**src/sv/rgr_pkg.sv**
```systemverilog
// ----------------------------------------------------------------------------
// rgr_pkg
// shared widths, tag type codes, byte order helpers and divider bundles
// ----------------------------------------------------------------------------
package rgr_pkg;

  localparam int WORD_W = 32;
  localparam int TYPE_W = 16;
  localparam int CNT_W  = $clog2(WORD_W);

  localparam logic [TYPE_W-1:0] TYPE_URATIONAL = 16'd5;
  localparam logic [TYPE_W-1:0] TYPE_SRATIONAL = 16'd10;

  localparam logic [WORD_W-1:0] WORD_MIN_NEG = {1'b1, {(WORD_W-1){1'b0}}};

  typedef struct packed {
    logic              start;
    logic [WORD_W-1:0] dividend;
    logic [WORD_W-1:0] divisor;
  } div_req_t;

  typedef struct packed {
    logic              done;
    logic [WORD_W-1:0] quotient;
    logic [WORD_W-1:0] remainder;
  } div_rsp_t;

  function automatic logic [TYPE_W-1:0] swap16(input logic [TYPE_W-1:0] v);
    return {v[7:0], v[15:8]};
  endfunction

  function automatic logic [WORD_W-1:0] swap32(input logic [WORD_W-1:0] v);
    return {v[7:0], v[15:8], v[23:16], v[31:24]};
  endfunction

  function automatic logic [WORD_W-1:0] magnitude(input logic [WORD_W-1:0] v);
    return v[WORD_W-1] ? (~v + WORD_W'(1)) : v;
  endfunction

endpackage

```
**src/sv/rgr_div.sv**
```systemverilog
// ----------------------------------------------------------------------------
// rgr_div
// restoring unsigned divider, one quotient bit per cycle, shared by the
// euclid remainder steps and the final reductions
// ----------------------------------------------------------------------------
module rgr_div (
  input  logic              clk,
  input  logic              rst,
  input  rgr_pkg::div_req_t req,
  output rgr_pkg::div_rsp_t rsp
);

  logic                       busy;
  logic                       done;
  logic [rgr_pkg::CNT_W-1:0]  count;
  logic [rgr_pkg::WORD_W-1:0] rem;
  logic [rgr_pkg::WORD_W-1:0] quo;
  logic [rgr_pkg::WORD_W-1:0] dvs;

  logic [rgr_pkg::WORD_W:0]   trial;
  logic [rgr_pkg::WORD_W:0]   diff;
  logic                       qbit;
  logic [rgr_pkg::WORD_W-1:0] rem_next;

  always_comb begin
    trial    = {rem, quo[rgr_pkg::WORD_W-1]};
    diff     = trial - {1'b0, dvs};
    qbit     = ~diff[rgr_pkg::WORD_W];
    rem_next = qbit ? diff[rgr_pkg::WORD_W-1:0] : trial[rgr_pkg::WORD_W-1:0];
  end

  always_ff @(posedge clk) begin
    if (rst) begin
      busy  <= 1'b0;
      done  <= 1'b0;
      count <= '0;
    end else begin
      done <= 1'b0;
      if (req.start) begin
        busy  <= 1'b1;
        count <= '0;
      end else if (busy) begin
        count <= count + rgr_pkg::CNT_W'(1);
        if (count == rgr_pkg::CNT_W'(rgr_pkg::WORD_W - 1)) begin
          busy <= 1'b0;
          done <= 1'b1;
        end
      end
    end
  end

  always_ff @(posedge clk) begin
    if (req.start) begin
      rem <= '0;
      quo <= req.dividend;
      dvs <= req.divisor;
    end else if (busy) begin
      rem <= rem_next;
      quo <= {quo[rgr_pkg::WORD_W-2:0], qbit};
    end
  end

  assign rsp.done      = done;
  assign rsp.quotient  = quo;
  assign rsp.remainder = rem;

endmodule

```
**src/sv/rational_gcd_reducer.sv**
```systemverilog
// ----------------------------------------------------------------------------
// rational_gcd_reducer
// decodes one rational tag item and reduces it to lowest terms
// ----------------------------------------------------------------------------
// One item at a time. An absent tag, a non-rational type or a zero part
// goes straight to the done state. Otherwise every division runs on one
// shared restoring divider: an item runs k euclid remainder steps and then
// two final divisions (the signed case with both parts at the most negative
// value skips the two final divisions). k is 1 for many inputs and at most
// about 46 for 32-bit operands. A finished item waits in the output
// register, and the next item may be taken while it waits.
module rational_gcd_reducer (
  input  logic                        clk,
  input  logic                        rst,
  input  logic                        cfg_we,
  input  logic                        cfg_wdata,
  input  logic                        in_valid,
  output logic                        in_ready,
  input  logic                        tag_present,
  input  logic [rgr_pkg::TYPE_W-1:0]  type_raw,
  input  logic [rgr_pkg::WORD_W-1:0]  numerator_raw,
  input  logic [rgr_pkg::WORD_W-1:0]  denominator_raw,
  output logic                        out_valid,
  input  logic                        out_ready,
  output logic [rgr_pkg::TYPE_W-1:0]  type_out,
  output logic [rgr_pkg::WORD_W-1:0]  numerator_out,
  output logic [rgr_pkg::WORD_W-1:0]  denominator_out
);

  localparam logic [2:0] S_IDLE     = 3'd0;
  localparam logic [2:0] S_GCD_GO   = 3'd1;
  localparam logic [2:0] S_GCD_WAIT = 3'd2;
  localparam logic [2:0] S_NUM_GO   = 3'd3;
  localparam logic [2:0] S_NUM_WAIT = 3'd4;
  localparam logic [2:0] S_DEN_GO   = 3'd5;
  localparam logic [2:0] S_DEN_WAIT = 3'd6;
  localparam logic [2:0] S_DONE     = 3'd7;

  logic [2:0] state;
  logic       little_endian;

  logic                       is_signed;
  logic                       neg_n;
  logic                       neg_d;
  logic [rgr_pkg::WORD_W-1:0] mag_n;
  logic [rgr_pkg::WORD_W-1:0] mag_d;
  logic [rgr_pkg::WORD_W-1:0] op_a;
  logic [rgr_pkg::WORD_W-1:0] op_b;
  logic [rgr_pkg::WORD_W-1:0] gcd;
  logic [rgr_pkg::TYPE_W-1:0] res_type;
  logic [rgr_pkg::WORD_W-1:0] res_num;
  logic [rgr_pkg::WORD_W-1:0] res_den;

  logic [rgr_pkg::TYPE_W-1:0] dec_type;
  logic [rgr_pkg::WORD_W-1:0] dec_num;
  logic [rgr_pkg::WORD_W-1:0] dec_den;
  logic                       dec_rational;
  logic                       dec_signed;
  logic                       accept;
  logic                       out_load;

  rgr_pkg::div_req_t div_req;
  rgr_pkg::div_rsp_t div_rsp;

  rgr_div u_div (
    .clk (clk),
    .rst (rst),
    .req (div_req),
    .rsp (div_rsp)
  );

  // byte order and type decode
  always_comb begin
    dec_type     = little_endian ? type_raw : rgr_pkg::swap16(type_raw);
    dec_num      = little_endian ? numerator_raw : rgr_pkg::swap32(numerator_raw);
    dec_den      = little_endian ? denominator_raw : rgr_pkg::swap32(denominator_raw);
    dec_signed   = (dec_type == rgr_pkg::TYPE_SRATIONAL);
    dec_rational = dec_signed || (dec_type == rgr_pkg::TYPE_URATIONAL);
  end

  assign in_ready = (state == S_IDLE);
  assign accept   = in_valid && in_ready;
  assign out_load = (state == S_DONE) && (!out_valid || out_ready);

  always_comb begin
    div_req.start    = 1'b0;
    div_req.dividend = op_a;
    div_req.divisor  = op_b;
    unique case (state)
      S_GCD_GO: begin
        div_req.start = 1'b1;
      end
      S_NUM_GO: begin
        div_req.start    = 1'b1;
        div_req.dividend = mag_n;
        div_req.divisor  = gcd;
      end
      S_DEN_GO: begin
        div_req.start    = 1'b1;
        div_req.dividend = mag_d;
        div_req.divisor  = gcd;
      end
      S_NUM_WAIT: begin
        div_req.dividend = mag_n;
        div_req.divisor  = gcd;
      end
      S_DEN_WAIT: begin
        div_req.dividend = mag_d;
        div_req.divisor  = gcd;
      end
      default: begin
        div_req.start = 1'b0;
      end
    endcase
  end

  // control
  always_ff @(posedge clk) begin
    if (rst) begin
      state         <= S_IDLE;
      little_endian <= 1'b1;
      out_valid     <= 1'b0;
    end else begin
      if (cfg_we) begin
        little_endian <= cfg_wdata;
      end
      if (out_load) begin
        out_valid <= 1'b1;
      end else if (out_ready) begin
        out_valid <= 1'b0;
      end
      unique case (state)
        S_IDLE: begin
          if (accept) begin
            if (tag_present && dec_rational && (dec_num != '0) && (dec_den != '0)) begin
              state <= S_GCD_GO;
            end else begin
              state <= S_DONE;
            end
          end
        end
        S_GCD_GO:   state <= S_GCD_WAIT;
        S_GCD_WAIT: begin
          if (div_rsp.done) begin
            if (div_rsp.remainder != '0) begin
              state <= S_GCD_GO;
            end else if (is_signed && (op_b == rgr_pkg::WORD_MIN_NEG)) begin
              state <= S_DONE;
            end else begin
              state <= S_NUM_GO;
            end
          end
        end
        S_NUM_GO:   state <= S_NUM_WAIT;
        S_NUM_WAIT: begin
          if (div_rsp.done) begin
            state <= S_DEN_GO;
          end
        end
        S_DEN_GO:   state <= S_DEN_WAIT;
        S_DEN_WAIT: begin
          if (div_rsp.done) begin
            state <= S_DONE;
          end
        end
        S_DONE: begin
          if (out_load) begin
            state <= S_IDLE;
          end
        end
        default: state <= S_IDLE;
      endcase
    end
  end

  // datapath
  always_ff @(posedge clk) begin
    if (accept) begin
      is_signed <= dec_signed;
      neg_n     <= dec_signed && dec_num[rgr_pkg::WORD_W-1];
      neg_d     <= dec_signed && dec_den[rgr_pkg::WORD_W-1];
      mag_n     <= dec_signed ? rgr_pkg::magnitude(dec_num) : dec_num;
      mag_d     <= dec_signed ? rgr_pkg::magnitude(dec_den) : dec_den;
      op_a      <= dec_signed ? rgr_pkg::magnitude(dec_num) : dec_num;
      op_b      <= dec_signed ? rgr_pkg::magnitude(dec_den) : dec_den;
      res_type  <= tag_present ? dec_type : '0;
      res_num   <= (tag_present && dec_rational) ? dec_num : '0;
      res_den   <= (tag_present && dec_rational) ? dec_den : '0;
    end
    if ((state == S_GCD_WAIT) && div_rsp.done) begin
      if (div_rsp.remainder != '0) begin
        op_a <= op_b;
        op_b <= div_rsp.remainder;
      end else begin
        gcd <= op_b;
        if (is_signed && (op_b == rgr_pkg::WORD_MIN_NEG)) begin
          res_num <= rgr_pkg::WORD_W'(1);
          res_den <= rgr_pkg::WORD_W'(1);
        end
      end
    end
    if ((state == S_NUM_WAIT) && div_rsp.done) begin
      res_num <= neg_n ? (~div_rsp.quotient + rgr_pkg::WORD_W'(1)) : div_rsp.quotient;
    end
    if ((state == S_DEN_WAIT) && div_rsp.done) begin
      res_den <= neg_d ? (~div_rsp.quotient + rgr_pkg::WORD_W'(1)) : div_rsp.quotient;
    end
    if (out_load) begin
      type_out        <= res_type;
      numerator_out   <= res_num;
      denominator_out <= res_den;
    end
  end

endmodule

```
**config.mk**
```make
export PLATFORM = sky130hd
export DESIGN_NAME = rational_gcd_reducer
export DESIGN_NICKNAME = d
export VERILOG_FILES = /design/src/sv/rgr_pkg.sv /design/src/sv/rgr_div.sv /design/src/sv/rational_gcd_reducer.sv
export SDC_FILE = /design/constraint.sdc
export NUM_CORES = 1
export LEC_CHECK = 0
export ABC_CLOCK_PERIOD_IN_PS = 6100
export BUFFER_PORTS_ARGS = -buffer_cell sky130_fd_sc_hd__buf_2
export CAP_MARGIN = 20
export CORE_ASPECT_RATIO = 1.75
export CORE_MARGIN = 2
export CORE_UTILIZATION = 60
export CTS_CLUSTER_SIZE = 30
export DETAILED_ROUTE_END_ITERATION = 8
export PLACE_DENSITY = 0.76
export SYNTH_ARGS = -nofsm -noshare
export SYNTH_HDL_FRONTEND = slang
export SYNTH_SLANG_ARGS = --single-unit
```
**constraint.sdc**
```tcl
create_clock -name clk -period 6.1 [get_ports clk]
set_clock_uncertainty 0.1 [all_clocks]
set_input_delay 0.61 -clock clk [delete_from_list [all_inputs] [get_ports clk]]
set_output_delay 0.61 -clock clk [all_outputs]
set_load 0.01 [all_outputs]
```
* After elaboration in Yosys (flattened, before gate mapping) *
Cells that the tools add are included.

word-level totals
  register bits after elaboration = 431
  input bits = 87
  output and inout bits = 82
  logic and storage cells = 124

cells by class
  add/sub/neg operators = 5
  equal/unequal tests = 16
  mux-type cells = 47
  bitwise gates (word level) = 6
  reduce and logical (&&, ||, !) cells = 27

operators by type and width
  cell                                                              number
  32-bit two-way mux                                                29
  64-bit case mux with 2 select lines                               1
  32-bit by 1-bit adder with 32-bit output, second input constant   3
  32-bit inverter                                                   3
  32-bit nonzero test                                               3
  33-bit by 32-bit subtractor with 33-bit output                    1
  32-bit == test, second input constant                             1
  3-bit two-way mux                                                 8
  3-bit case mux with 8 select lines                                1
  16-bit by 3-bit == test with 1-bit output, second input constant  1
  16-bit by 4-bit == test with 1-bit output, second input constant  1
  16-bit two-way mux                                                1
  3-bit == test, second input constant                              4
  1-bit logical AND                                                 11
  2-bit by 1-bit != test with 1-bit output, second input constant   4
  1-bit two-way mux                                                 7
  3-bit by 2-bit == test with 1-bit output, second input constant   2
  2-bit OR reduction                                                3
  3-bit OR reduction                                                2
  5-bit by 1-bit adder with 5-bit output, second input constant     1
  5-bit == test, second input constant                              1
  5-bit AND reduction                                               1
  2-bit nonzero test                                                2
  3-bit by 1-bit == test with 1-bit output, second input constant   1
  other kinds (6)                                                   9

* Depth between registers and ports, before layout *
  word-level depth = 10
  gate-level depth with buffers = 15
  mapped depth without buffers = 11

* Modules after synthesis *
From an unflattened synthesis, not the netlist that was laid out.

unflattened totals
  cell total of the unflattened synthesis = 2195
  area, all modules = 22650.5 µm²

by module, submodules not included
  module                times used  cells each  area an instance (µm²)  sequential area each (µm²)
  rational_gcd_reducer  1           1604        16717.3                 8518.2
  rgr_div               1           591         5933.2                  2702.6

* Worst setup path before layout *
Ideal clock, no wire load.

  path kind = flip-flop to flip-flop
  from = register state[2]
  to = register denominator_out[0] (netlist name) (enable)
  library setup time = 0.520 ns
  arrival = 4.902 ns
  required time = 5.480 ns
  path slack = 0.578 ns
  cell stages (with the launch flop) = 6
  buffers on the path = 3
  period minus slack after synthesis = 5.522 ns
  path through = dfxtp_1 -> clkbuf_1 -> clkbuf_1 -> buf_1 -> nand3_1 -> nor2_1

on the way
  cells in the longest elaborated chain, start to end = 2

ends and longest elaborated chain
  what                      RTL line                     source
  start: declaration        rational_gcd_reducer.sv:39   logic [2:0] state;
  start signal: assignment  rational_gcd_reducer.sv:120  state <= S_IDLE;
  start signal: assignment  rational_gcd_reducer.sv:136  state <= S_GCD_GO;
  start signal: assignment  rational_gcd_reducer.sv:138  state <= S_DONE;
  3-bit == test             rational_gcd_reducer.sv:83   assign out_load = (state == S_DONE) && (!out_valid || out_ready);
  1-bit logical AND         rational_gcd_reducer.sv:83
  net out_load              rational_gcd_reducer.sv:60   logic out_load;
  end signal: assignment    rational_gcd_reducer.sv:211  denominator_out <= res_den;
  end: declaration          rational_gcd_reducer.sv:27   output logic [rgr_pkg::WORD_W-1:0] denominator_out

The timed path passes the listed nets, and every way through them passes these cells.
A chain may end at the register's enable or synchronous reset.

* Worst setup path in the final report *
  from = register little_endian
  to = register state[2]

on the way
  cells in the longest elaborated chain, start to end = 9
  elaborated cells between the ends (all ways) = 14
  classes of those cells = eq/ne: 2; mux: 6; reduce/logical: 6

ends and longest elaborated chain
  what                                                                                                    RTL line                                                source
  start: declaration                                                                                      rational_gcd_reducer.sv:40                              logic little_endian;
  start signal: assignment                                                                                rational_gcd_reducer.sv:125                             little_endian <= cfg_wdata;
  16-bit two-way mux                                                                                      rational_gcd_reducer.sv:74                              dec_type = little_endian ? type_raw : rgr_pkg::swap16(type_raw);
  16-bit by 4-bit == test with 1-bit output or 16-bit by 3-bit == test with 1-bit output (tied branches)  rational_gcd_reducer.sv:77, rational_gcd_reducer.sv:78
  1-bit logical OR                                                                                        rational_gcd_reducer.sv:78                              dec_rational = dec_signed || (dec_type == rgr_pkg::TYPE_URATIONAL);
  1-bit logical AND (2 in series)                                                                         rational_gcd_reducer.sv:135                             if (tag_present && dec_rational && (dec_num != '0) && (dec_den != '0)) begin
  1-bit logical AND *                                                                                     rational_gcd_reducer.sv:135
  3-bit two-way mux *                                                                                     rational_gcd_reducer.sv:135
  3-bit two-way mux *                                                                                     rational_gcd_reducer.sv:134                             if (accept) begin
  3-bit case mux with 8 select lines *                                                                    rational_gcd_reducer.sv:132                             unique case (state)
  end signal: assignment                                                                                  rational_gcd_reducer.sv:136
  end signal: assignment                                                                                  rational_gcd_reducer.sv:138
  end signal: assignment                                                                                  rational_gcd_reducer.sv:142                             S_GCD_GO: state <= S_GCD_WAIT;

Mark *: on every way between the ends. The rest lies on a longest branch, timed or not. The select of a mux whose other input is x is not followed.

==> results.py <==
metrics = {
    "status": {
        "status": "finished clean",
    },
    "floorplanning": {
        "dieArea_sq_mm": 0.0380,
        "start_util_pct": 60.7,
        "std_cell_rows": 92,
        "io_pins": 169,
        "core-area_sq_mm": 0.0360,
        "fp.dieH_um": 257,
        "die_w_um": 148,
    },
    "yosys": {
        "synthXorXnorAreaFrac_pct": 5.97,
        "yosysWarnings": 0,
        "synth.area.mux_share_pct": 7.72,
        "synth_seq_area_share_pct": 51.3,
        "synthAdderAreaFrac_pct": 2.21,
        "synth-edff-count": 259,
        "synth-simple-area-share_pct": 14.8,
        "ys_seq_elements": 431,
        "ys_types": 77,
        "syn_avg_cell_area_sq_um": 10.0,
        "synthesis.nets": 2303,
        "postSynthCellCount": 2178,
        "synth_flop_cell": "edfxtp_1",
        "syn-cell-area_sq_mm": 0.0219,
        "async_reset_ff_share_pct": 0,
        "synth_top_family_by_area": "simple AND/OR/NAND/NOR gates",
        "synth_compound_area_share_pct": 14.6,
    },
    "placed_design": {
        "hpwl_um": 51400,
        "place_area_sq_mm": 0.0231,
        "globalplace.congestion": 0.943,
        "portBuffers": 168,
    },
    "layout": {
        "utilization_pct": 68.0,
        "finish.instance_area_sq_mm": 0.0245,
        "final_cell_mix": "nand2_1, edfxtp_1, dfxtp_1",
        "drive_gt1_share_pct": 13.7,
        "fin_nets": 2408,
        "syn_to_final_growth_pct": 12.0,
        "final_common_cell": "nand2_1",
    },
    "grt": {
        "grtUsageTotal_pct": 37.0,
        "grt_pass1_wl_um": 107000,
        "antenna_found_initial": 2,
        "grt_pass1_vias": 17900,
        "grt-ovfl-total": 0,
        "grt_max_degree": 119,
    },
    "clock_network": {
        "clkTransAtPathRegs_ns": 0.07,
        "clkLatencyLatePin_ns": 0.56,
        "root_buffer": "clkbuf_16",
        "numCtsBuffers": 40,
        "cts_resized": 0,
        "cts_tree": "yes",
        "clock-sinks": 431,
        "h-tree-depth": 2,
        "clock_path_buffers": 3,
        "postCtsHoldBufs": 0,
        "cts_setup_buffers": 0,
    },
    "timing": {
        "timing.final.crit_share_pct": 67.1,
        "worst_pin_slew_ns": 1.14,
        "period_needed_ns": 4.09,
        "rsz0062_at_grt": "false",
        "fmaxAchievable_ghz": 0.244,
        "setup_viol": 0,
        "drv_slew": 0,
        "relSlewSlack_pct": 23.9,
        "final_hold_viol_count": 0,
        "totalNegativeSetupSlack_ns": 0,
    },
    "worst_setup_path": {
        "cpPeakStageDelay_ns": 0.75,
        "startpoint_type": "flip-flop",
        "criticalPathCategory": "reg2reg",
        "end_kind": "flip-flop",
        "worstPathArrival_ns": 4.45,
        "crit_required_ns": 6.46,
        "cp_cell_sequence": "buf_12, mux2i_1, o211ai_1, nor3b_1, nand3_1, o31ai_1, o21ai_1, a311oi_1",
        "slowest_stage": "nor3b_1",
        "critPathMaxFanout": 118,
    },
    "power_and_ir_drop": {
        "powerDensity_mw_per_mm2": 490,
        "power_mw": 12.0,
        "p_leak_nw": 9.47,
        "ir_worst_vdd_v": 0.000309,
    },
    "routing": {
        "via_per_inst": 6.53,
        "finalWirelength_um": 71300,
        "postRouteAntennaNets": 0,
        "first_pass_iters": 6,
        "wl_per_cell_um": 25.6,
        "vias": 18200,
        "drcViolationCount": 0,
        "initialDrtViolationCount": 2038,
    },
    "job": {
        "maxCapViolations": 0,
    },
    "min_path": {
        "worstHoldPathType": "in2reg",
    },
}
[state kept, by name (all words and copies together) (netlist names)]
| register | count |
|---|---|
| res_num | 32 |
| type_out | 16 |
| res_type | 16 |
| out_valid | 1 |
| gcd | 32 |
| u_div.count | 5 |
| op_a | 32 |
| u_div.dvs | 32 |
| little_endian | 1 |
| op_b | 32 |
| mag_n | 32 |
| is_signed | 1 |
| state | 3 |
| mag_d | 32 |
| res_den | 32 |
| u_div.rem | 32 |
| neg_d | 1 |
| denominator_out | 32 |
| neg_n | 1 |
| u_div.quo | 32 |
| numerator_out | 32 |
| u_div.done | 1 |
| u_div.busy | 1 |
[critical path: cells and delay by family (launching register included)]
family	cells	cell delay [ns]
and+or+nand+nor	2	1.08
AOI/OAI and AO/OA	4	1.07
muxes	1	0.59
DFF	1	0.58
buffers and inverters	1	0.54
[metal layers]
layer / wire length, um / global-route usage [%] / vias to the layer above / part of all wire (%)
li1: - / - / 8191 / -
met1: 25100 / 42.8 / 8801 / 35
met2: 35700 / 64.2 / 966 / 50
met3: 5240 / 5.57 / 261 / 7.4
met4: 5210 / 22.4 / 0 / 7.3
met5: 0 / 0 / - / 0
[cells in the mapped netlist, types with 4 or more instances]
cell type | n | area share [%]
nand2_1 | 274 | 4.7
edfxtp_1 | 259 | 36
dfxtp_1 | 172 | 16
a21oi_1 | 146 | 3.3
nor2_1 | 121 | 2.1
clkbuf_1 | 114 | 2.0
mux2i_1 | 109 | 5.0
xor2_1 | 88 | 3.5
nor3_1 | 85 | 1.9
o21ai_0 | 75 | 1.7
o22ai_1 | 66 | 1.9
a31oi_1 | 63 | 1.8
xnor2_1 | 61 | 2.4
inv_1 | 52 | 0.89
nand3_1 | 41 | 0.94
o21ai_1 | 40 | 0.92
ha_1 | 37 | 2.1
a22o_1 | 31 | 1.2
mux2_1 | 30 | 1.5
nor2b_1 | 30 | 0.86
nor4_1 | 24 | 0.69
mux2_2 | 23 | 1.2
and3_1 | 21 | 0.60
buf_1 | 20 | 0.34
nor3b_1 | 17 | 0.58
or3_1 | 16 | 0.46
nand2b_1 | 13 | 0.37
o31ai_1 | 12 | 0.41
a21o_1 | 11 | 0.38
a22oi_1 | 8 | 0.27
nand4_1 | 8 | 0.23
and2_1 | 7 | 0.20
o21a_1 | 7 | 0.24
a211oi_1 | 6 | 0.21
or4_1 | 6 | 0.21
a32oi_1 | 5 | 0.20
nand3b_1 | 5 | 0.17
nor4b_1 | 5 | 0.20
o211ai_1 | 5 | 0.17
a41oi_1 | 4 | 0.16
o2111ai_1 | 4 | 0.16
o32ai_1 | 4 | 0.16
[power by group]
| part | switching, mW | internal [mW] | leakage, nW |
|---|---|---|---|
| Sequential | 0.815 | 4.04 | 3.84 |
| Clock | 1.15 | 1.48 | 0.653 |
| Combinational | 2.86 | 1.66 | 4.98 |
[metrics by stage]
step                hold WS, ns  std cells  setup slack (ns)
finish                    0.229       2788              2.01
global route              0.231       2784              1.64
CTS                       0.217       2783              2.15
detailed placement        0.306       2710              2.17
global placement          0.302       2708              2.18
floorplan                 0.300       2178             0.578
[cell families (layout without fill, tap and decap cells)]
| logic type | Yosys count | count (layout) |
|---|---|---|
| and+or+nand+nor | 686 | 686 |
| AOI/OAI and AO/OA | 518 | 518 |
| DFF | 431 | 431 |
| buffers and inverters | 194 | 330 |
| muxes | 162 | 162 |
| xor gates and xnor gates | 149 | 149 |
| adders and majority gates | 38 | 38 |
| other | 0 | 4 |
[path summary, 6_finish.rpt]
check | startpoint | endpoint | slack [ns] | cells past startpoint
setup / recovery | little_endian | state[2] | 2.01 | 8
hold / removal | cfg_wdata | little_endian | 0.23 | 2
setup reg to reg | little_endian | state[2] | 2.01 | 8
hold reg to reg | res_type[0] | type_out[0] | 0.32 | 0
[layout make-up]
cell class / instances / area [sq um]
Fill cell: 2830 / 11500
Sequential cell: 431 / 11200
Multi-Input combinational cell: 1553 / 9980
Timing Repair Buffer: 200 / 1130
Clock buffer: 51 / 1080
Tap cell: 470 / 588
Clock inverter: 22 / 259
Inverter: 57 / 216
Antenna cell: 4 / 10.0
Note: power is estimated with default switching activity, not from simulation.
